--- src/design/lcs_pkg.sv ---
// lcs_pkg: shared constants, types and command codes of the lcs length engine
// depends on nothing; imported by every module of the engine
package lcs_pkg;

	localparam int MAX_LEN     = 64;
	localparam int SYMBOL_BITS = 8;

	// field widths fixed by the interface
	localparam int CMD_W    = 2;
	localparam int SYMBOL_W = 8;
	localparam int LEN_W    = 7;

	// derived widths
	localparam int IDX_W = (MAX_LEN > 1) ? $clog2(MAX_LEN) : 1;
	localparam int CNT_W = $clog2(MAX_LEN + 1);

	typedef logic [CMD_W-1:0]       cmd_t;
	typedef logic [SYMBOL_BITS-1:0] sym_t;
	typedef logic [IDX_W-1:0]       idx_t;
	typedef logic [CNT_W-1:0]       cnt_t;

	localparam cmd_t CMD_LOAD_FIRST  = 2'd0;
	localparam cmd_t CMD_LOAD_SECOND = 2'd1;
	localparam cmd_t CMD_COMPUTE     = 2'd2;

	// control from the sequencer to the symbol store
	typedef struct packed {
		logic load_first;
		logic load_second;
		logic clear;
	} store_ctl_t;

	// status from the symbol store
	typedef struct packed {
		cnt_t first_count;
		cnt_t second_count;
		logic dropped;
	} store_sts_t;

endpackage

--- src/design/lcs_length_engine_core.sv ---
// lcs_length_engine_core: top level, request decode, table sequencer and cell update
// instantiates lcs_symbol_store and lcs_score_row; uses lcs_pkg

// Requests carry cmd and symbol. A load request (first or second string) gives no
// result; a load into a store that already holds MAX_LEN symbols is dropped and
// sets the overflow flag of the next result. A compute request gives one result:
// the longest-common-subsequence length of the two loaded strings and the overflow
// flag, after which both strings and the flag are cleared. Code 3 is ignored. The
// table is built one row at a time in a single score-row memory, one cell per
// cycle through its read-modify-write path, after a row-fetch state that reads
// that row's first-string symbol; a compute with an empty string skips the table
// and goes straight to the result. No request is taken while the table is built
// or while a finished result waits for a free output register.
module lcs_length_engine_core (
	input  logic                 clk,
	input  logic                 arst_n,
	input  logic                 in_valid,
	output logic                 in_ready,
	input  lcs_pkg::cmd_t        cmd,
	input  logic [lcs_pkg::SYMBOL_W-1:0] symbol,
	output logic                 out_valid,
	input  logic                 out_ready,
	output logic [lcs_pkg::LEN_W-1:0] lcs_length,
	output logic                 overflow
);
	import lcs_pkg::*;

	typedef enum logic [2:0] {
		S_IDLE,
		S_ROW,
		S_CELL,
		S_DRAIN,
		S_OUT
	} state_t;

	state_t state_q;

	// request acceptance
	logic       in_fire;
	store_ctl_t store_ctl;
	store_sts_t store_sts;

	// table walk
	cnt_t m_q;          // rows, first string length
	cnt_t n_q;          // columns, second string length
	idx_t i_q;          // current row
	idx_t j_q;          // column being issued to the memories
	logic row_last;
	logic col_last;
	logic ov_q;
	cnt_t res_q;

	// memory read data
	sym_t a_sym;
	sym_t b_sym;
	cnt_t up_raw;

	// cell stage, in the cycle after the issue
	logic v_s1;
	idx_t j_s1;
	logic first_row_s1;
	logic last_s1;
	cnt_t left_q;
	cnt_t diag_q;
	cnt_t up_val;
	cnt_t left_val;
	cnt_t diag_val;
	cnt_t cell_val;

	// output register
	logic             out_valid_q;
	logic [LEN_W-1:0] lcs_length_q;
	logic             overflow_q;

	assign in_ready = (state_q == S_IDLE);
	assign in_fire  = in_valid && in_ready;

	always_comb begin
		store_ctl             = '0;
		store_ctl.load_first  = in_fire && (cmd == CMD_LOAD_FIRST);
		store_ctl.load_second = in_fire && (cmd == CMD_LOAD_SECOND);
		// counts and flag are snapshotted at the compute request, then cleared
		store_ctl.clear       = in_fire && (cmd == CMD_COMPUTE);
	end

	lcs_symbol_store u_store (
		.clk            (clk),
		.arst_n         (arst_n),
		.ctl            (store_ctl),
		.wr_sym         (symbol[SYMBOL_BITS-1:0]),
		.rd_first_en    (state_q == S_ROW),
		.rd_first_addr  (i_q),
		.rd_first_data  (a_sym),
		.rd_second_en   (state_q == S_CELL),
		.rd_second_addr (j_q),
		.rd_second_data (b_sym),
		.sts            (store_sts)
	);

	// column j+1 is read while the cell stage writes column j, so the two never
	// collide; the row fetch cycle keeps a row's first read behind the last write
	// of the row before
	lcs_score_row u_row (
		.clk     (clk),
		.wr_en   (v_s1),
		.wr_addr (j_s1),
		.wr_data (cell_val),
		.rd_en   (state_q == S_CELL),
		.rd_addr (j_q),
		.rd_data (up_raw)
	);

	assign row_last = (CNT_W'(i_q) + CNT_W'(1)) == m_q;
	assign col_last = (CNT_W'(j_q) + CNT_W'(1)) == n_q;

	// cell update: border is zero on the first row and the first column
	always_comb begin
		up_val   = first_row_s1 ? '0 : up_raw;
		left_val = (j_s1 == '0) ? '0 : left_q;
		diag_val = (j_s1 == '0) ? '0 : diag_q;
		if (a_sym == b_sym) begin
			cell_val = diag_val + CNT_W'(1);
		end else begin
			cell_val = (up_val > left_val) ? up_val : left_val;
		end
	end

	always_ff @(posedge clk or negedge arst_n) begin
		if (!arst_n) begin
			v_s1 <= 1'b0;
		end else begin
			v_s1 <= (state_q == S_CELL);
		end
	end

	always_ff @(posedge clk) begin
		j_s1         <= j_q;
		first_row_s1 <= (i_q == '0);
		last_s1      <= row_last && col_last;
		if (v_s1) begin
			left_q <= cell_val;
			diag_q <= up_val;
		end
	end

	// sequencer and output register
	always_ff @(posedge clk or negedge arst_n) begin
		if (!arst_n) begin
			state_q      <= S_IDLE;
			m_q          <= '0;
			n_q          <= '0;
			i_q          <= '0;
			j_q          <= '0;
			ov_q         <= 1'b0;
			res_q        <= '0;
			out_valid_q  <= 1'b0;
			lcs_length_q <= '0;
			overflow_q   <= 1'b0;
		end else begin
			// in S_OUT the output register is handled by the state itself
			if (out_valid_q && out_ready && (state_q != S_OUT)) begin
				out_valid_q <= 1'b0;
			end
			if (v_s1 && last_s1) begin
				res_q <= cell_val;
			end
			unique case (state_q)
				S_IDLE: begin
					if (in_fire && (cmd == CMD_COMPUTE)) begin
						m_q  <= store_sts.first_count;
						n_q  <= store_sts.second_count;
						ov_q <= store_sts.dropped;
						i_q  <= '0;
						if ((store_sts.first_count == '0) || (store_sts.second_count == '0)) begin
							res_q   <= '0;
							state_q <= S_OUT;
						end else begin
							state_q <= S_ROW;
						end
					end
				end
				S_ROW: begin
					j_q     <= '0;
					state_q <= S_CELL;
				end
				S_CELL: begin
					if (col_last) begin
						if (row_last) begin
							state_q <= S_DRAIN;
						end else begin
							i_q     <= i_q + IDX_W'(1);
							state_q <= S_ROW;
						end
					end else begin
						j_q <= j_q + IDX_W'(1);
					end
				end
				S_DRAIN: begin
					state_q <= S_OUT;
				end
				S_OUT: begin
					if (!out_valid_q || out_ready) begin
						out_valid_q  <= 1'b1;
						lcs_length_q <= LEN_W'(res_q);
						overflow_q   <= ov_q;
						state_q      <= S_IDLE;
					end
				end
				default: begin
					state_q <= S_IDLE;
				end
			endcase
		end
	end

	assign out_valid  = out_valid_q;
	assign lcs_length = lcs_length_q;
	assign overflow   = overflow_q;

endmodule

--- src/design/lcs_symbol_store.sv ---
// lcs_symbol_store: the two symbol string memories, their fill counts and the
// dropped-load flag; depends on lcs_pkg
module lcs_symbol_store (
	input  logic               clk,
	input  logic               arst_n,
	input  lcs_pkg::store_ctl_t ctl,
	input  lcs_pkg::sym_t      wr_sym,
	input  logic               rd_first_en,
	input  lcs_pkg::idx_t      rd_first_addr,
	output lcs_pkg::sym_t      rd_first_data,
	input  logic               rd_second_en,
	input  lcs_pkg::idx_t      rd_second_addr,
	output lcs_pkg::sym_t      rd_second_data,
	output lcs_pkg::store_sts_t sts
);
	import lcs_pkg::*;

	sym_t first_mem  [MAX_LEN];
	sym_t second_mem [MAX_LEN];

	cnt_t first_count_q;
	cnt_t second_count_q;
	logic dropped_q;
	logic first_room;
	logic second_room;

	assign first_room  = first_count_q < CNT_W'(MAX_LEN);
	assign second_room = second_count_q < CNT_W'(MAX_LEN);

	always_ff @(posedge clk or negedge arst_n) begin
		if (!arst_n) begin
			first_count_q  <= '0;
			second_count_q <= '0;
			dropped_q      <= 1'b0;
		end else if (ctl.clear) begin
			first_count_q  <= '0;
			second_count_q <= '0;
			dropped_q      <= 1'b0;
		end else if (ctl.load_first) begin
			if (first_room) begin
				first_count_q <= first_count_q + CNT_W'(1);
			end else begin
				dropped_q <= 1'b1;
			end
		end else if (ctl.load_second) begin
			if (second_room) begin
				second_count_q <= second_count_q + CNT_W'(1);
			end else begin
				dropped_q <= 1'b1;
			end
		end
	end

	always_ff @(posedge clk) begin
		if (ctl.load_first && first_room) begin
			first_mem[first_count_q[IDX_W-1:0]] <= wr_sym;
		end
		if (rd_first_en) begin
			rd_first_data <= first_mem[rd_first_addr];
		end
	end

	always_ff @(posedge clk) begin
		if (ctl.load_second && second_room) begin
			second_mem[second_count_q[IDX_W-1:0]] <= wr_sym;
		end
		if (rd_second_en) begin
			rd_second_data <= second_mem[rd_second_addr];
		end
	end

	assign sts.first_count  = first_count_q;
	assign sts.second_count = second_count_q;
	assign sts.dropped      = dropped_q;

endmodule

--- src/design/lcs_score_row.sv ---
// lcs_score_row: working row of the lcs table, one write and one read port
// entry k holds column k+1; column zero is the constant border. uses lcs_pkg
module lcs_score_row (
	input  logic          clk,
	input  logic          wr_en,
	input  lcs_pkg::idx_t wr_addr,
	input  lcs_pkg::cnt_t wr_data,
	input  logic          rd_en,
	input  lcs_pkg::idx_t rd_addr,
	output lcs_pkg::cnt_t rd_data
);
	import lcs_pkg::*;

	cnt_t row_mem [MAX_LEN];

	always_ff @(posedge clk) begin
		if (wr_en) begin
			row_mem[wr_addr] <= wr_data;
		end
		if (rd_en) begin
			rd_data <= row_mem[rd_addr];
		end
	end

endmodule
--- config.mk ---
export PLATFORM = sky130hd
export DESIGN_NAME = lcs_length_engine_core
export DESIGN_NICKNAME = d
export VERILOG_FILES = /design/src/design/lcs_pkg.sv /design/src/design/lcs_length_engine_core.sv /design/src/design/lcs_symbol_store.sv /design/src/design/lcs_score_row.sv
export SDC_FILE = /design/constraint.sdc
export NUM_CORES = 2
export LEC_CHECK = 0
export ABC_AREA = 0
export BUFFER_PORTS_ARGS = -buffer_cell sky130_fd_sc_hd__buf_4
export CELL_PAD_IN_SITES_DETAIL_PLACEMENT = 0
export CELL_PAD_IN_SITES_GLOBAL_PLACEMENT = 2
export CORE_ASPECT_RATIO = 1.4
export CORE_MARGIN = 8
export CORE_UTILIZATION = 46
export DETAILED_ROUTE_END_ITERATION = 7
export PLACE_DENSITY_LB_ADDON = 0.12
export SLEW_MARGIN = 20
export SYNTH_ARGS = -nofsm -noshare
export SYNTH_HDL_FRONTEND = slang
export SYNTH_SLANG_ARGS = --single-unit
--- constraint.sdc ---
create_clock -name clk -period 5.3 [get_ports clk]
set_input_delay 1.06 -clock clk [delete_from_list [all_inputs] [get_ports clk]]
set_output_delay 1.06 -clock clk [all_outputs]
set_load 0.01 [all_outputs]
### Word level (Yosys, flattened, before mapping)

Memory sizes are Yosys's and may differ from the RTL's. A register that Yosys moved wholly into a read port is not among the register bits.
Index checks and enable logic that the tools add are counted.
Widths: inputs -> output; s select.

* order comparisons: 3
* mux-type cells: 42
* add/subtract/negate cells: 7
* reductions and logical operators: 34
* equality and inequality tests: 18

Operators by type and width (count)
* $mux 7: 16
* $mux 6: 4
* $pmux 6 s2: 2
* $add 7x1->7 const B: 3
* $pmux 3 s5: 1
* $add 6x1->7 const B: 2
* $eq 7x7->1: 2
* $logic_not 7->1: 2
* $lt 7x7->1 const B: 2
* $mux 1: 14
* $add 6x1->6 const B: 2
* $logic_not 6->1: 2
* $mux 3: 4
* $reduce_bool 2->1: 6
* $logic_and 1x1->1: 10
* $ne 2x2->1 const B: 5
* $reduce_and 3->1: 3
* $eq 8x8->1: 1
* $reduce_and 2->1: 4
* $gt 7x7->1: 1
* $eq 3x2->1 const B: 2
* $ne 3x3->1 const B: 2
* $reduce_and 4->1: 1
* $eq 3x1->1 const B: 1
* 11 further kinds: 12

* output and inout port bits: 10
* register bits: 84
* memories kept: 3
* bits in writable memories: 1472
* logic and storage cells: 126
* input port bits: 14

Memory list
* u_store.first_mem: depth 64, bits a word 8, read ports 1, clocked after memory_dff 1, write ports 1, RTL line lcs_symbol_store.sv:18 `sym_t first_mem [MAX_LEN];`
* u_store.second_mem: depth 64, bits a word 8, read ports 1, clocked after memory_dff 1, write ports 1, RTL line lcs_symbol_store.sv:19 `sym_t second_mem [MAX_LEN];`
* u_row.row_mem: depth 64, bits a word 7, read ports 1, clocked after memory_dff 1, write ports 1, RTL line lcs_score_row.sv:14 `cnt_t row_mem [MAX_LEN];`

### Depth between registers and ports, before layout

* word-level depth: 9
* mapped depth: 15
* gate-level depth less buffers: 11

### Hierarchy

Synthesis repeated with hierarchy kept, for this count alone.

* cells, all modules: 3187
* area, all modules: 62578.8 µm²

Modules (own cells, without submodules)
* lcs_symbol_store: cells an instance 1956, times used 1, area each 41031.9 µm², seq. area each 31605.3 µm²
* lcs_score_row: cells an instance 827, times used 1, area each 17705.7 µm², seq. area each 13663.1 µm²
* lcs_length_engine_core: cells an instance 404, times used 1, area each 3841.2 µm², seq. area each 1756.7 µm²

### Worst setup path before layout

OpenSTA, ideal clock, no wires.

* path kind: register to register
* start point: register j_s1[3]
* end point: register left_q[5] (data pin)
* setup time: 594 ps
* required time: 4706 ps
* buffers on the path: 5
* slack: -445 ps
* period minus slack after synthesis: 5745 ps
* stages on the path, launching flop included: 15
* data arrival time: 5151 ps
* path through: dfxtp_1 clkbuf_1 or3_1 clkbuf_1 or4_1 clkbuf_1 clkbuf_1 nand2_1 ha_1 a41o_1 a21oi_1 a21boi_0 clkbuf_1 or2_2 a31oi_1

* word-level cells in the longest chain between the ends: 5
* elaborated cells between the ends (all ways): 7
* those cells by class: add/sub: 1; order compare: 1; mux: 4; reduce/logical: 1

RTL lines
* start, declared: RTL line lcs_length_engine_core.sv:60 `idx_t j_s1;`
* start signal, assigned: RTL line lcs_length_engine_core.sv:137 `j_s1 <= j_q;`
* $logic_not 6->1 (*): RTL line lcs_length_engine_core.sv:119, lcs_length_engine_core.sv:120
* $mux 7: RTL line lcs_length_engine_core.sv:119 `left_val = (j_s1 == '0) ? '0 : left_q;`
* $gt 7x7->1: RTL line lcs_length_engine_core.sv:124 `cell_val = (up_val > left_val) ? up_val : left_val;`
* $mux 7: RTL line lcs_length_engine_core.sv:124
* $mux 7 (*): RTL line lcs_length_engine_core.sv:121 `if (a_sym == b_sym) begin`
* named net cell_val[5]: RTL line lcs_length_engine_core.sv:68 `cnt_t cell_val;`
* end signal, assigned: RTL line lcs_length_engine_core.sv:141 `left_q <= cell_val;`
* end, declared: RTL line lcs_length_engine_core.sv:63 `cnt_t left_q;`

The timed path passes the listed nets; every way through them passes the cells marked *.
A chain may end at the register's enable or synchronous reset.

### Worst setup path after layout

* start point: register j_s1[3]
* end point: memory u_row.row_mem[8][1] (netlist bit) (data pin)

* word-level cells in the longest chain between the ends: 5
* elaborated cells between the ends (all ways): 7
* those cells by class: add/sub: 1; order compare: 1; mux: 4; reduce/logical: 1

RTL lines (RTL line)
* $logic_not 6->1 (*): lcs_length_engine_core.sv:119, lcs_length_engine_core.sv:120
* $mux 7: lcs_length_engine_core.sv:119
* $gt 7x7->1: lcs_length_engine_core.sv:124
* $mux 7: lcs_length_engine_core.sv:124
* $mux 7 (*): lcs_length_engine_core.sv:121
* named net cell_val[1]: lcs_length_engine_core.sv:68
* end, declared: lcs_score_row.sv:14

Marked as above.

==> flow_summary.yaml <==
clock_tree:
  tritoncts: "yes"
  cts_resized: 0
  clk_pin_slew_ns: 0.06
  ctsRootBufferMaster: "clkbuf_16"
  clock_path_buffers: 3
  clk-insertion-delay-late_ns: 0.79
  cts.hold.buffers_added: 0
  clkSinkCount: 1579
  h_tree_depth: 4
  cts_setup_buffers: 0
  tritoncts.num_buffers: 152
pwr:
  leakagePower_nw: 21.5
  power_mw: 34.1
  ir_drop_mv: 0.374
  power_density_nw_per_um2: 490
worst_setup_path:
  critical_path_buf_inv_count: 2
  max_stage_delay_ns: 0.79
  cp_num_cells: 11
  timing.critical_path.cells: "or3_1 > or4_1 > nand2_1 > ha_1 > a41o_1 > a21oi_1 > a21boi_0 > buf_4 > or2_2 > a31oi_4 > buf_4"
  required_ns: 5.76
  critPathKind: "register to register"
  timing.critical_path.max_delay_family: "simple AND/OR/NAND/NOR gates"
  timing.critical_path.to_type: "register"
  cp_common_cell: "buf_4"
  cp.arrival_ns: 5.01
  crit_path_start_kind: "register"
  r2r.worst_path.cells: 11
  cp_slowest_cell: "or4_1"
  worstPathMaxFanout: 65
job:
  drv_cap: 0
logic_synthesis:
  ys.flop_type: "edfxtp_1"
  synth-seq-cells: 1579
  ys_async_sr_fraction: 0.0393
  synth-xor-area-share: 0.00437
  synth_cell_type_count: 67
  yosysSeqAreaShare: 0.756
  mappedNetlistArea_um2: 62200
  largest_family_of_logic_cells_by_synthesized_area: "multiplexers"
  synth_simple_gate_area_frac: 0.0433
  synth_enable_flop_cells: 1509
  synth-adder-area-share: 0.00302
  yosys-mux-area-fraction: 0.162
  syn_inst: 3061
  synth_compound_area_frac: 0.0187
  synthesis.yosys.warnings: 0
  syn_nets: 3090
  synth.avg_cell_area_um2: 20.3
die:
  floorplan.io_pins: 24
  placementRows: 159
  initial_utilization: 0.464
  core_region_area_um2: 134000
  fp.dieArea_um2: 147000
  chipHeight_um: 451
  die_width_um: 327
placement:
  routability_congestion_estimate_from_global_placement: 0.844
  dp_cells: 4756
  port_buffers: 23
  place.detailed.hpwl_um: 98500
cells_and_area:
  post_layout_nonfiller_instances: 5034
  fraction_of_layout_instances_using_a_drive_strength_above_1: 0.235
  fillers: 10600
  layout_commonest_cell: "edfxtp_1"
  synthToLayoutAreaGrowth_pct: 11.8
  most-common-layout-cells: "edfxtp_1 (1509), mux4_2 (407), nor2_1 (257)"
  finalCoreUtilization: 0.518
  multiInputGateArea_um2: 14500
  nets: 3168
  final-seq-area_um2: 47000
timing:
  rsz_0062_raised_after_global_routing: "no"
  worst_pin_slew_ns: 1.14
  whs_ns: 0.171
  clock.fmax_mhz: 220
  final.setup.tns_ns: 0
  period_share: 0.858
  final_period_minus_worst_setup_slack_ns: 4.55
  final-hold-violation-count: 0
  setup_viol: 0
  slew_margin_rel: 0.240
  finClkSkew_ns: 0.0360
  report.final.slew_viol_count: 0
drt:
  drt_drc_violations_left: 0
  final_antenna_net_count: 0
  viasPerCell: 5.91
  routedWlPerCell_um: 30.5
  initialDrtViolationCount: 2483
  firstDrtPassIters: 5
  route.vias.total: 29800
  totalWireLength_um: 154000
global_route:
  gr-usage-all-layers: 0.209
  maximum_number_of_pins_on_one_net_before_global_route_repair: 101
  number_of_global_route_vias_before_repair: 31300
  grt_first_pass_wirelength_um: 225000
  grt_overflow: 0
  grt_antenna_before_repair: 5
min_path:
  holdCritPathClass: "input pin to asynchronous set/reset pin"
status:
  status: "complete, no violations"
[sequential cells by signal, indices dropped and copies added, names as in the netlist, 6 cells and up]
| register | flops |
|---|---|
| i_q | 6 |
| res_q | 7 |
| u_row.rd_data | 7 |
| u_store.rd_first_data | 8 |
| lcs_length | 7 |
| u_row.row_mem | 448 |
| diag_q | 7 |
| u_store.rd_second_data | 8 |
| n_q | 7 |
| j_s1 | 6 |
| m_q | 7 |
| u_store.second_count_q | 7 |
| j_q | 6 |
| u_store.first_mem | 512 |
| left_q | 7 |
| u_store.first_count_q | 7 |
| u_store.second_mem | 512 |
[power breakdown]
part	switching, mW	internal [mW]	total, mW
clock network	4.60	6.13	10.7
logic	4.54	3.04	7.57
registers	0.545	15.2	15.8
total	9.69	24.4	34.1
[per-layer routing]
layer	routed length (um)	global-route usage	vias up
li1	-	-	12700
met1	61200	0.268	16000
met2	80700	0.364	849
met3	6550	0.0282	233
met4	5280	0.0749	0
met5	0	0	-
[final timing paths]
check,start,end,slack [ns]
setup / recovery,j_s1[3],u_row.row_mem[8][1],0.75
min in group clk,u_store.dropped_q,u_store.dropped_q,0.50
hold reg to reg,u_store.dropped_q,u_store.dropped_q,0.50
setup reg to reg,j_s1[3],u_row.row_mem[8][1],0.75
hold / removal,arst_n,lcs_length[4],0.17
max in group asynchronous,arst_n,j_q[3],4.15
[synth_stat cells (3+ instances only)]
master    count  area (um2)
edfxtp_1   1509       45300
mux4_2      407        9170
nor2_1      259         972
nand2_1     142         533
clkbuf_1     88         330
mux2i_1      77         771
dfrtp_1      62        1550
nand3_1      53         265
buf_2        43         215
nor2b_1      35         219
buf_1        33         124
o221ai_1     30         263
a21oi_1      27         135
o21ai_0      21         105
inv_1        19        71.3
o31ai_1      17         128
xnor2_1      17         149
ha_1         15         188
nand4_1      15        93.8
or3_1        15        93.8
xor2_1       14         123
a22oi_1      10        75.1
mux2_2       10         113
nand2b_1     10        62.6
nand3b_1     10        75.1
and2_1        9        56.3
dfxtp_1       8         160
nor3_1        8        40.0
or2_2         8        50.1
a31oi_1       6        37.5
nor4_1        6        37.5
a221oi_1      5        43.8
a311oi_1      5        43.8
o211ai_1      5        37.5
o21a_1        5        37.5
a31o_2        4        35.0
buf_4         4        30.0
o22ai_1       4        25.0
or3b_2        4        35.0
a211oi_1      3        22.5
a21o_1        3        22.5
nor4b_1       3        26.3
[cell type report]
type,count,area share
Antenna cell,2,0.0000720
Clock inverter,75,0.0102
Clock buffer,201,0.0605
Inverter,20,0.00108
Multi-Input combinational cell,1293,0.208
Timing Repair Buffer,93,0.0113
Tap cell,1771,0.0319
Sequential cell,1579,0.677
[through the flow]
stage	setup slack, ns	cell area, um2
detailed placement	0.792	64600
CTS	0.783	69500
finish	0.752	69500
global placement	0.930	64600
global route	0.516	69500
floorplan	0.547	62200
[logic make-up after synthesis]
| kind of cell | Yosys count |
|---|---|
| compound gates | 162 |
| xor+xnor | 31 |
| flops | 1579 |
| fa+ha+maj | 15 |
| simple gates | 591 |
| buf+inv | 189 |
| mux | 494 |
(Power assumes the default switching activity.)
